===== src/hw/rtl/tkm_pkg.sv =====
`timescale 1ns / 1ps
// ----------------------------------------------------------------------------
// tkm_pkg: shared types and constants of the ticket k-mutex block
// Command and result records, event kinds, register indexes and defaults.
// ----------------------------------------------------------------------------
package tkm_pkg;

  localparam int unsigned NumResourcesDef = 4;
  localparam int unsigned MaxNodesDef     = 64;
  localparam int unsigned NumTicketRegs   = 4;

  localparam int unsigned NodeIdW  = 6;
  localparam int unsigned CountW   = 7;
  localparam int unsigned ResW     = 2;
  localparam int unsigned StampW   = 31;
  localparam int unsigned AckCntW  = 6;
  localparam int unsigned CfgIdxW  = 3;

  localparam logic [StampW-1:0] StampIdle = {StampW{1'b1}};

  typedef enum logic [1:0] {
    KindRemoteReq = 2'd0,
    KindRemoteAck = 2'd1,
    KindLocalReq  = 2'd2,
    KindRelease   = 2'd3
  } tkm_kind_e;

  typedef enum logic [CfgIdxW-1:0] {
    CfgNodeId    = 3'd0,
    CfgNodeCount = 3'd1,
    CfgTicket0   = 3'd2,
    CfgTicket1   = 3'd3,
    CfgTicket2   = 3'd4,
    CfgTicket3   = 3'd5
  } tkm_cfg_e;

  typedef enum logic {
    StIdle = 1'b0,
    StWalk = 1'b1
  } tkm_state_e;

  typedef struct packed {
    logic [NodeIdW-1:0]                   node_id;
    logic [CountW-1:0]                    node_count;
    logic [NumTicketRegs-1:0][CountW-1:0] tickets;
  } tkm_cfg_t;

  typedef struct packed {
    tkm_kind_e          kind;
    logic [ResW-1:0]    res;
    logic [NodeIdW-1:0] peer;
    logic [StampW-1:0]  stamp;
    logic               no_acks;
    logic [CountW-1:0]  needed;
  } tkm_cmd_t;

  typedef struct packed {
    logic               send_ack;
    logic [NodeIdW-1:0] ack_dest;
    logic [ResW-1:0]    ack_resource;
    logic               granted;
    logic               last;
  } tkm_result_t;

endpackage


===== src/hw/rtl/tkm_fifo.sv =====
`timescale 1ns / 1ps
// ----------------------------------------------------------------------------
// tkm_fifo: small register queue
// Decouples the front from the back and the back from the result side.
// ----------------------------------------------------------------------------
module tkm_fifo #(
  parameter int unsigned Width = 8,
  parameter int unsigned Depth = 2
) (
  input  logic             clk_i,
  input  logic             rst_ni,
  input  logic             push_i,
  input  logic [Width-1:0] data_i,
  output logic             full_o,
  input  logic             pop_i,
  output logic [Width-1:0] data_o,
  output logic             empty_o
);

  localparam int unsigned PtrW = $clog2(Depth);
  localparam int unsigned CntW = $clog2(Depth + 1);
  localparam logic [PtrW-1:0] LastPtr = PtrW'(Depth - 1);
  localparam logic [CntW-1:0] FullCnt = CntW'(Depth);

  logic [Width-1:0] mem_q [Depth];
  logic [PtrW-1:0]  wr_ptr_q, wr_ptr_d, rd_ptr_q, rd_ptr_d;
  logic [CntW-1:0]  cnt_q, cnt_d;
  logic             do_push, do_pop;

  assign full_o  = (cnt_q == FullCnt);
  assign empty_o = (cnt_q == '0);
  assign do_push = push_i && !full_o;
  assign do_pop  = pop_i && !empty_o;
  assign data_o  = mem_q[rd_ptr_q];

  always_comb begin
    wr_ptr_d = wr_ptr_q;
    rd_ptr_d = rd_ptr_q;
    cnt_d    = cnt_q;
    if (do_push) begin
      wr_ptr_d = (wr_ptr_q == LastPtr) ? '0 : wr_ptr_q + PtrW'(1);
    end
    if (do_pop) begin
      rd_ptr_d = (rd_ptr_q == LastPtr) ? '0 : rd_ptr_q + PtrW'(1);
    end
    if (do_push && !do_pop) begin
      cnt_d = cnt_q + CntW'(1);
    end else if (do_pop && !do_push) begin
      cnt_d = cnt_q - CntW'(1);
    end
  end

  always_ff @(posedge clk_i or negedge rst_ni) begin
    if (!rst_ni) begin
      wr_ptr_q <= '0;
      rd_ptr_q <= '0;
      cnt_q    <= '0;
    end else begin
      wr_ptr_q <= wr_ptr_d;
      rd_ptr_q <= rd_ptr_d;
      cnt_q    <= cnt_d;
    end
  end

  always_ff @(posedge clk_i) begin
    if (do_push) begin
      mem_q[wr_ptr_q] <= data_i;
    end
  end

endmodule


===== src/hw/rtl/tkm_front.sv =====
`timescale 1ns / 1ps
// ----------------------------------------------------------------------------
// tkm_front: event intake
// Takes input beats, drops absent resources and works out the ack threshold.
// ----------------------------------------------------------------------------
module tkm_front #(
  parameter int unsigned NumResources = tkm_pkg::NumResourcesDef
) (
  input  logic                         push,
  output logic                         full,
  input  logic [1:0]                   kind_i,
  input  logic [tkm_pkg::ResW-1:0]     resource_i,
  input  logic [tkm_pkg::NodeIdW-1:0]  peer_id_i,
  input  logic [tkm_pkg::StampW-1:0]   stamp_i,
  input  tkm_pkg::tkm_cfg_t            cfg_i,
  output logic                         cmd_push_o,
  output tkm_pkg::tkm_cmd_t            cmd_o,
  input  logic                         cmd_full_i
);

  logic                         present;
  logic [tkm_pkg::CountW-1:0]   tickets;

  assign full    = cmd_full_i;
  assign present = (int'(resource_i) < NumResources);
  assign tickets = cfg_i.tickets[resource_i];

  // drop events for resources that do not exist
  assign cmd_push_o = push && !cmd_full_i && present;

  always_comb begin
    cmd_o.kind    = tkm_pkg::tkm_kind_e'(kind_i);
    cmd_o.res     = resource_i;
    cmd_o.peer    = peer_id_i;
    cmd_o.stamp   = stamp_i;
    cmd_o.no_acks = (tickets >= cfg_i.node_count);
    cmd_o.needed  = cfg_i.node_count - tickets;
  end

endmodule


===== src/hw/rtl/tkm_back.sv =====
`timescale 1ns / 1ps
// ----------------------------------------------------------------------------
// tkm_back: per-resource exclusion state and result generation
// Idle with result room: one command a cycle; a release walks deferred peers.
// ----------------------------------------------------------------------------
module tkm_back #(
  parameter int unsigned NumResources = tkm_pkg::NumResourcesDef,
  parameter int unsigned MaxNodes     = tkm_pkg::MaxNodesDef
) (
  input  logic                 clk_i,
  input  logic                 rst_ni,
  input  tkm_pkg::tkm_cfg_t    cfg_i,
  input  tkm_pkg::tkm_cmd_t    cmd_i,
  input  logic                 cmd_empty_i,
  output logic                 cmd_pop_o,
  output logic                 res_push_o,
  output tkm_pkg::tkm_result_t res_o,
  input  logic                 res_full_i
);

  localparam int unsigned NumEntries =
    (NumResources < tkm_pkg::NumTicketRegs) ? NumResources : tkm_pkg::NumTicketRegs;
  localparam int unsigned IdxW = (NumEntries > 1) ? $clog2(NumEntries) : 1;
  localparam int unsigned PW   = $clog2(MaxNodes);
  localparam logic [MaxNodes-1:0] BitZero = MaxNodes'(1);
  localparam logic [tkm_pkg::CountW-1:0] MaxNodesC = tkm_pkg::CountW'(MaxNodes);

  logic                          want_q  [NumEntries];
  logic                          held_q  [NumEntries];
  logic [tkm_pkg::StampW-1:0]    stamp_q [NumEntries];
  logic [tkm_pkg::AckCntW-1:0]   cnt_q   [NumEntries];
  logic [MaxNodes-1:0]           map_q   [NumEntries];

  tkm_pkg::tkm_state_e           state_q, state_d;
  logic [MaxNodes-1:0]           walk_q, walk_d;
  logic [PW-1:0]                 peer_q, peer_d;
  logic [tkm_pkg::ResW-1:0]      wres_q, wres_d;

  logic [IdxW-1:0]               idx;
  logic                          upd;
  logic                          want_n, held_n;
  logic [tkm_pkg::StampW-1:0]    stamp_n;
  logic [tkm_pkg::AckCntW-1:0]   cnt_n;
  logic [MaxNodes-1:0]           map_n;

  logic                          mine_later, defer, peer_ok;
  logic [tkm_pkg::CountW-1:0]    cnt_inc;
  logic [MaxNodes-1:0]           peer_bit, self_bit, rel_map;
  logic                          walk_rest_zero;

  assign idx     = cmd_i.res[IdxW-1:0];
  assign peer_ok = ({1'b0, cmd_i.peer} < MaxNodesC);
  assign peer_bit = BitZero << cmd_i.peer[PW-1:0];
  assign self_bit = ({1'b0, cfg_i.node_id} < MaxNodesC) ?
                    (BitZero << cfg_i.node_id[PW-1:0]) : '0;
  assign rel_map  = map_q[idx] & ~self_bit;
  assign cnt_inc  = {1'b0, cnt_q[idx]} + tkm_pkg::CountW'(1);
  assign walk_rest_zero = (walk_q[MaxNodes-1:1] == '0);

  // stamp tie goes to the lower node id
  assign mine_later = (stamp_q[idx] > cmd_i.stamp) ||
                      ((stamp_q[idx] == cmd_i.stamp) && (cfg_i.node_id > cmd_i.peer));
  assign defer      = want_q[idx] && (held_q[idx] || !mine_later);

  always_comb begin
    state_d    = state_q;
    walk_d     = walk_q;
    peer_d     = peer_q;
    wres_d     = wres_q;
    cmd_pop_o  = 1'b0;
    res_push_o = 1'b0;
    res_o      = '0;
    upd        = 1'b0;
    want_n     = want_q[idx];
    held_n     = held_q[idx];
    stamp_n    = stamp_q[idx];
    cnt_n      = cnt_q[idx];
    map_n      = map_q[idx];
    unique case (state_q)
      tkm_pkg::StIdle: begin
        if (!cmd_empty_i && !res_full_i) begin
          cmd_pop_o = 1'b1;
          upd       = 1'b1;
          unique case (cmd_i.kind)
            tkm_pkg::KindRemoteReq: begin
              if (defer && peer_ok) begin
                map_n = map_q[idx] | peer_bit;
              end else begin
                res_push_o         = 1'b1;
                res_o.send_ack     = 1'b1;
                res_o.ack_dest     = cmd_i.peer;
                res_o.ack_resource = cmd_i.res;
                res_o.last         = 1'b1;
              end
            end
            tkm_pkg::KindRemoteAck: begin
              if (want_q[idx] && !held_q[idx]) begin
                if (cmd_i.no_acks || (cnt_inc >= cmd_i.needed)) begin
                  held_n             = 1'b1;
                  stamp_n            = tkm_pkg::StampIdle;
                  cnt_n              = '0;
                  res_push_o         = 1'b1;
                  res_o.ack_resource = cmd_i.res;
                  res_o.granted      = 1'b1;
                  res_o.last         = 1'b1;
                end else begin
                  cnt_n = cnt_inc[tkm_pkg::AckCntW-1:0];
                end
              end
            end
            tkm_pkg::KindLocalReq: begin
              if (!want_q[idx]) begin
                want_n  = 1'b1;
                held_n  = 1'b0;
                stamp_n = cmd_i.stamp;
                cnt_n   = '0;
                if (cmd_i.no_acks) begin
                  held_n             = 1'b1;
                  stamp_n            = tkm_pkg::StampIdle;
                  res_push_o         = 1'b1;
                  res_o.ack_resource = cmd_i.res;
                  res_o.granted      = 1'b1;
                  res_o.last         = 1'b1;
                end
              end
            end
            tkm_pkg::KindRelease: begin
              want_n  = 1'b0;
              held_n  = 1'b0;
              stamp_n = tkm_pkg::StampIdle;
              map_n   = '0;
              walk_d  = rel_map;
              peer_d  = '0;
              wres_d  = cmd_i.res;
              if (rel_map != '0) begin
                state_d = tkm_pkg::StWalk;
              end
            end
            default: ;
          endcase
        end
      end
      tkm_pkg::StWalk: begin
        // advance one peer a beat; hold while the result queue is full
        if (!res_full_i) begin
          if (walk_q[0]) begin
            res_push_o         = 1'b1;
            res_o.send_ack     = 1'b1;
            res_o.ack_dest     = tkm_pkg::NodeIdW'(peer_q);
            res_o.ack_resource = wres_q;
            res_o.last         = walk_rest_zero;
          end
          walk_d = walk_q >> 1;
          peer_d = peer_q + PW'(1);
          if (walk_rest_zero) begin
            state_d = tkm_pkg::StIdle;
          end
        end
      end
      default: state_d = tkm_pkg::StIdle;
    endcase
  end

  always_ff @(posedge clk_i or negedge rst_ni) begin
    if (!rst_ni) begin
      state_q <= tkm_pkg::StIdle;
      walk_q  <= '0;
      peer_q  <= '0;
      wres_q  <= '0;
    end else begin
      state_q <= state_d;
      walk_q  <= walk_d;
      peer_q  <= peer_d;
      wres_q  <= wres_d;
    end
  end

  always_ff @(posedge clk_i or negedge rst_ni) begin
    if (!rst_ni) begin
      for (int i = 0; i < NumEntries; i++) begin
        want_q[i]  <= 1'b0;
        held_q[i]  <= 1'b0;
        stamp_q[i] <= tkm_pkg::StampIdle;
        cnt_q[i]   <= '0;
        map_q[i]   <= '0;
      end
    end else if (upd) begin
      want_q[idx]  <= want_n;
      held_q[idx]  <= held_n;
      stamp_q[idx] <= stamp_n;
      cnt_q[idx]   <= cnt_n;
      map_q[idx]   <= map_n;
    end
  end

endmodule


===== src/hw/rtl/ticket_k_mutex_multi_unit.sv =====
`timescale 1ns / 1ps
// ----------------------------------------------------------------------------
// ticket_k_mutex_multi_unit: node-side k-mutual exclusion over several resources
// Front intake, command queue, state back end and result queue.
// ----------------------------------------------------------------------------
// Path: an accepted input beat is registered in the command queue, and its
// result is registered in the result queue. Throughput: while the back end is
// idle and the result queue has room, one request, ack or local request per
// cycle. A release walks the deferred map bit-serially up to its highest
// deferred peer, one map position per cycle while the result queue has room.
// Reset: asynchronous; all resources idle, registers at defaults, queues empty.
// ----------------------------------------------------------------------------
module ticket_k_mutex_multi_unit #(
  parameter int unsigned NumResources = tkm_pkg::NumResourcesDef,
  parameter int unsigned MaxNodes     = tkm_pkg::MaxNodesDef
) (
  input  logic                         clk_i,
  input  logic                         rst_ni,
  input  logic                         cfg_we_i,
  input  logic [tkm_pkg::CfgIdxW-1:0]  cfg_idx_i,
  input  logic [tkm_pkg::CountW-1:0]   cfg_data_i,
  input  logic                         push,
  output logic                         full,
  input  logic [1:0]                   kind_i,
  input  logic [tkm_pkg::ResW-1:0]     resource_i,
  input  logic [tkm_pkg::NodeIdW-1:0]  peer_id_i,
  input  logic [tkm_pkg::StampW-1:0]   stamp_i,
  output logic                         empty,
  input  logic                         pop,
  output logic                         send_ack_o,
  output logic [tkm_pkg::NodeIdW-1:0]  ack_dest_o,
  output logic [tkm_pkg::ResW-1:0]     ack_resource_o,
  output logic                         granted_o,
  output logic                         last_o
);

  localparam int unsigned CmdW = $bits(tkm_pkg::tkm_cmd_t);
  localparam int unsigned ResultW = $bits(tkm_pkg::tkm_result_t);

  logic [tkm_pkg::NodeIdW-1:0]                    node_id_q;
  logic [tkm_pkg::CountW-1:0]                     node_count_q;
  logic [tkm_pkg::NumTicketRegs-1:0][tkm_pkg::CountW-1:0] tickets_q;
  tkm_pkg::tkm_cfg_t                              cfg;

  logic                  cmd_push, cmd_full, cmd_pop, cmd_empty;
  tkm_pkg::tkm_cmd_t     cmd_in, cmd_out;
  logic [CmdW-1:0]       cmd_raw;
  logic                  res_push, res_full;
  tkm_pkg::tkm_result_t  res_in, res_out;
  logic [ResultW-1:0]    res_raw;

  always_ff @(posedge clk_i or negedge rst_ni) begin
    if (!rst_ni) begin
      node_id_q    <= '0;
      node_count_q <= tkm_pkg::CountW'(2);
      for (int i = 0; i < tkm_pkg::NumTicketRegs; i++) begin
        tickets_q[i] <= tkm_pkg::CountW'(1);
      end
    end else if (cfg_we_i) begin
      unique case (tkm_pkg::tkm_cfg_e'(cfg_idx_i))
        tkm_pkg::CfgNodeId:    node_id_q    <= cfg_data_i[tkm_pkg::NodeIdW-1:0];
        tkm_pkg::CfgNodeCount: node_count_q <= cfg_data_i;
        tkm_pkg::CfgTicket0:   tickets_q[0] <= cfg_data_i;
        tkm_pkg::CfgTicket1:   tickets_q[1] <= cfg_data_i;
        tkm_pkg::CfgTicket2:   tickets_q[2] <= cfg_data_i;
        tkm_pkg::CfgTicket3:   tickets_q[3] <= cfg_data_i;
        default: ;
      endcase
    end
  end

  always_comb begin
    cfg.node_id    = node_id_q;
    cfg.node_count = node_count_q;
    cfg.tickets    = tickets_q;
  end

  tkm_front #(
    .NumResources (NumResources)
  ) u_front (
    .push       (push),
    .full       (full),
    .kind_i     (kind_i),
    .resource_i (resource_i),
    .peer_id_i  (peer_id_i),
    .stamp_i    (stamp_i),
    .cfg_i      (cfg),
    .cmd_push_o (cmd_push),
    .cmd_o      (cmd_in),
    .cmd_full_i (cmd_full)
  );

  tkm_fifo #(
    .Width (CmdW),
    .Depth (2)
  ) u_cmd_fifo (
    .clk_i   (clk_i),
    .rst_ni  (rst_ni),
    .push_i  (cmd_push),
    .data_i  (cmd_in),
    .full_o  (cmd_full),
    .pop_i   (cmd_pop),
    .data_o  (cmd_raw),
    .empty_o (cmd_empty)
  );

  assign cmd_out = tkm_pkg::tkm_cmd_t'(cmd_raw);

  tkm_back #(
    .NumResources (NumResources),
    .MaxNodes     (MaxNodes)
  ) u_back (
    .clk_i       (clk_i),
    .rst_ni      (rst_ni),
    .cfg_i       (cfg),
    .cmd_i       (cmd_out),
    .cmd_empty_i (cmd_empty),
    .cmd_pop_o   (cmd_pop),
    .res_push_o  (res_push),
    .res_o       (res_in),
    .res_full_i  (res_full)
  );

  tkm_fifo #(
    .Width (ResultW),
    .Depth (2)
  ) u_res_fifo (
    .clk_i   (clk_i),
    .rst_ni  (rst_ni),
    .push_i  (res_push),
    .data_i  (res_in),
    .full_o  (res_full),
    .pop_i   (pop),
    .data_o  (res_raw),
    .empty_o (empty)
  );

  assign res_out        = tkm_pkg::tkm_result_t'(res_raw);
  assign send_ack_o     = res_out.send_ack;
  assign ack_dest_o     = res_out.ack_dest;
  assign ack_resource_o = res_out.ack_resource;
  assign granted_o      = res_out.granted;
  assign last_o         = res_out.last;

  // back end never pushes into a full result queue
  a_no_res_overflow: assert property (@(posedge clk_i) disable iff (!rst_ni)
    !(res_push && res_full))
    else $error("result pushed into full queue");

  // a grant is never also an ack, and carries no destination
  a_grant_shape: assert property (@(posedge clk_i) disable iff (!rst_ni)
    (!empty && granted_o) |-> (!send_ack_o && (ack_dest_o == '0) && last_o))
    else $error("malformed grant result");

  // the back end takes a command only when one waits and its result has room
  a_cmd_pop_valid: assert property (@(posedge clk_i) disable iff (!rst_ni)
    cmd_pop |-> (!cmd_empty && !res_full))
    else $error("command popped without room");

endmodule


===== config.mk =====
export PLATFORM = sky130hd
export DESIGN_NAME = ticket_k_mutex_multi_unit
export DESIGN_NICKNAME = d
export VERILOG_FILES = /design/src/hw/rtl/tkm_pkg.sv /design/src/hw/rtl/tkm_fifo.sv /design/src/hw/rtl/tkm_front.sv /design/src/hw/rtl/tkm_back.sv /design/src/hw/rtl/ticket_k_mutex_multi_unit.sv
export SDC_FILE = /design/constraint.sdc
export NUM_CORES = 1
export LEC_CHECK = 0
export BUFFER_PORTS_ARGS = -buffer_cell sky130_fd_sc_hd__buf_2
export CAP_MARGIN = 30
export CORE_MARGIN = 3
export CORE_UTILIZATION = 55
export CTS_CLUSTER_DIAMETER = 100
export CTS_CLUSTER_SIZE = 14
export DETAILED_ROUTE_END_ITERATION = 12
export GPL_ROUTABILITY_DRIVEN = 0
export PLACE_DENSITY = 0.74
export SYNTH_ARGS = -nofsm -noshare
export SYNTH_HDL_FRONTEND = slang
export SYNTH_HIERARCHICAL = 1
export SYNTH_SLANG_ARGS = --single-unit

===== constraint.sdc =====
create_clock -name clk_i -period 5 [get_ports clk_i]
set_input_delay 0.75 -clock clk_i [delete_from_list [all_inputs] [get_ports clk_i]]
set_output_delay 0.75 -clock clk_i [all_outputs]
set_load 0.005 [all_outputs]

==> flow_metrics.tcl <==
set metrics [dict create \
    status "finished, final reports clean" \
    setup_viol 0 \
    synth.distinct_cells 74 \
    dr.pass1.iters 6 \
    grt_pass1_vias 22430 \
    cts-root-buf "clkbuf_16" \
    critPathRequiredTime_ps 5540 \
    cts_tree "yes" \
    n_fill_cell 4499 \
    ir_worst_vdd_uv 485.2 \
    synth_compound_area_frac 0.09813 \
    cp_cell_sequence "mux2_8 > mux4_2 > ha_1 > xor2_1 > ha_1 > a21o_1 > a31oi_1 > o21ai_0 > a31o_2 > a31o_2 > a32oi_2 > o21ai_0 > nand2_2 > inv_1 > ha_1 > xor2_1 > nor2_1 > xor2_1" \
    dp_hpwl_um 52290 \
    wire_per_inst_um 23.38 \
    async_reset_ff_frac 0.8165 \
    finalHoldViolCount 0 \
    dieArea_um2 63820 \
    fin_setup_tns_ps 0 \
    slew_headroom 0.3868 \
    syn_nets 2734 \
    crit_slowest_cell "mux4_2" \
    cts_inserted_buffers 52 \
    finalCritPeriodShare 0.9330 \
    drt_iter0_markers 2279 \
    synthAdderAreaFrac 0.02266 \
    insertion_delay_ps 630 \
    synth_cells 2618 \
    yosys_warnings 6 \
    htree_levels 2 \
    synth_top_family_by_area "multiplexers" \
    synth_ff_type "dfrtp_1" \
    grt_max_degree 145 \
    routed_via_density 6.385 \
    arrival_ps 5200 \
    synth.top_cell.area_share 0.3029 \
    power_leakage_nw 15.44 \
    fp-row-count 89 \
    synth.cells.most_frequent "mux2_2, dfrtp_1, nor2_1" \
    cts_repair_resize_count 0 \
    cts_setup_buffers 0 \
    synth-xor-area-share 0.005460 \
    worst_setup_path_start_kind "register" \
    grt_util_all_layers 0.2499 \
    die_w_um 252.6 \
    overflow 0 \
    clock_sinks 654 \
    ctsHoldBuffers 0 \
    p_per_area_nw_per_um2 628.1 \
    crit_fanout 14 \
    synth-edff-count 120 \
    synth_seq_cells 654 \
    die_h_um 252.6 \
    start_util 0.5616 \
    ant_nets 0 \
    tightest_slew_ps 919.8 \
    final_util 0.6008 \
    fmax_ghz 0.2144 \
    final_nets 2697 \
    fin_worst_skew_ps 23.32 \
    clk_path_buf_depth 3 \
    portBuffers 68 \
    fin_crit_ps 4665 \
    drv_cap 0 \
    synth_mux_area_frac 0.2478 \
    rsz0062_at_grt "false" \
    min_path_type "in -> async" \
    io_pins 69 \
    synth_top_cell_by_area "dfrtp_1" \
    area_growth_syn_to_layout_pct 6.994 \
    seq_area_frac_synth 0.5119 \
    path_delay_family "compound AO/OA/AOI/OAI gates" \
    rrSetupSlack_ps 330 \
    slowest_delay_ps 590 \
    endpoint_kind "register" \
    synthTopCellsByArea "dfrtp_1, mux2_2, edfxtp_1, dfstp_2, mux4_2" \
    vias 21640 \
    wl_um 79230 \
    r2r-start "u_cmd_fifo/rd_ptr_q" \
    synth-simple-area-share 0.07169 \
    cp.buffers_inverters 1 \
    syn_avg_cell_area_um2 12.78 \
    core_um2 59580 \
    path_class "reg -> reg" \
    clkSlewWorstSetupHoldPaths_ps 70 \
    netlist_area_um2 33460 \
    grt_pass1_wl_um 126000 \
    finalMaxSlewViolations 0 \
    drc_errors 0 \
    yosysMostFrequentCell "mux2_2" \
    antenna_found_initial 2 \
    drive_gt1_frac 0.3836 \
    r2r_cells 18 \
    timing.rr.end "u_res_fifo/cnt_q[1]" \
]
-- report_power, final --
part / total, mW / switching, mW / internal, mW
Combinational: 10.6 / 6.38 / 4.20
Clock: 3.84 / 1.88 / 1.96
Sequential: 8.06 / 0.777 / 7.28
-- layout by cell type (no fill, tap or decap), types with 4 or more instances in the layout --
| cell type | netlist | layout |
|---|---|---|
| dfstp_2 | 129 | 129 |
| nor3_1 | 8 | 8 |
| dfrtp_1 | 405 | 403 |
| nand4b_1 | 7 | 7 |
| nor4_1 | 21 | 19 |
| or4bb_1 | 4 | 4 |
| o21ai_1 | 4 | 4 |
| inv_1 | 66 | 66 |
| o41ai_1 | 5 | 5 |
| buf_2 | 36 | 67 |
| mux2_2 | 439 | 439 |
| nand4_1 | 31 | 31 |
| edfxtp_1 | 120 | 120 |
| nand3_1 | 22 | 21 |
| clkbuf_16 | 0 | 52 |
| o31ai_1 | 7 | 7 |
| mux2_4 | 49 | 48 |
| clkbuf_1 | 106 | 32 |
| a22oi_1 | 36 | 36 |
| o21ai_0 | 118 | 118 |
| o22ai_1 | 5 | 5 |
| mux2_1 | 11 | 11 |
| xnor2_1 | 10 | 10 |
| a22o_1 | 7 | 7 |
| o21a_1 | 4 | 4 |
| nor2b_1 | 6 | 6 |
| and3_1 | 6 | 5 |
| nor2_1 | 224 | 222 |
| buf_12 | 5 | 9 |
| o41ai_2 | 60 | 60 |
| mux4_2 | 110 | 110 |
| ha_1 | 59 | 59 |
| buf_4 | 50 | 54 |
| nand2_1 | 148 | 147 |
| a21oi_1 | 188 | 188 |
| nand2b_1 | 19 | 18 |
| xor2_1 | 9 | 9 |
-- metrics by stage --
stage	std cells	power [mW]	worst slack (ps)	hold slack [ps]	instance area, um2
global placement	3299	18.10	323.5	457.8	34270
global route	3388	23.83	25.29	137.3	35790
finish	3389	22.48	334.8	107.5	35800
detailed placement	3300	18.56	258.0	474.3	34300
CTS	3388	22.47	224.5	108.8	35780
floorplan	2618	15.67	369.8	444.8	33460
-- worst max-delay path by stage --
stage	startpoint	to	slack (ps)	depth (start not counted)
after global placement	u_cmd_fifo/rd_ptr_q	u_res_fifo/cnt_q[1]	320	18
after global routing	u_cmd_fifo/rd_ptr_q	u_res_fifo/cnt_q[1]	30	17
after detailed placement	u_cmd_fifo/rd_ptr_q	u_res_fifo/cnt_q[1]	260	18
after floorplan	u_cmd_fifo/rd_ptr_q	u_res_fifo/mem_q[0][0]	370	17
after CTS	u_cmd_fifo/rd_ptr_q	u_res_fifo/cnt_q[1]	220	18
final	u_cmd_fifo/rd_ptr_q	u_res_fifo/cnt_q[1]	330	18
-- state kept, by name, indices dropped and copies added (netlist names), 2 cells and up --
| signal | flops |
|---|---|
| cfg | 28 |
| node_count_q | 7 |
| node_id_q | 6 |
| u_back/cnt_q | 24 |
| u_back/held_q | 4 |
| u_back/map_q | 256 |
| u_back/peer_q | 6 |
| u_back/stamp_q | 124 |
| u_back/walk_q | 64 |
| u_back/want_q | 4 |
| u_back/wres_q | 2 |
| u_cmd_fifo/cnt_q | 2 |
| u_cmd_fifo/mem_q | 98 |
| u_res_fifo/cnt_q | 2 |
| u_res_fifo/mem_q | 22 |
-- layer usage --
| layer | wire length [um] | global-route usage | part of all wire | vias to the layer above |
|---|---|---|---|---|
| met4 | 2332 | 0.08504 | 0.029 | 0 |
| li1 | - | - | - | 9530 |
| met2 | 37270 | 0.3992 | 0.47 | 785 |
| met3 | 5578 | 0.03962 | 0.070 | 160 |
| met1 | 34050 | 0.3523 | 0.43 | 11170 |
| met5 | 0 | 0 | 0 | - |
-- cell families (layout without fill, tap and decap cells) --
family | after synthesis | in the layout
buffers and inverters | 289 | 286
and+or+nand+nor | 522 | 522
DFF | 654 | 654
adders and majority gates | 60 | 60
muxes | 610 | 610
AOI/OAI and AO/OA | 463 | 463
other | 0 | 1
xor gates and xnor gates | 20 | 20
-- layout make-up --
class / count / area, um2 / share of cell area
tap: 773 / 967.2 / 0.02702
timing repair buffer: 132 / 963.4 / 0.02691
multi-input combinational: 1675 / 15000 / 0.4190
sequential: 654 / 17140 / 0.4787
inverter: 66 / 247.7 / 0.006921
clock inverter: 3 / 45.04 / 0.001258
clock buffer: 85 / 1435 / 0.04009
antenna: 1 / 2.502 / 0.00006991
(Power assumes the default switching activity.)
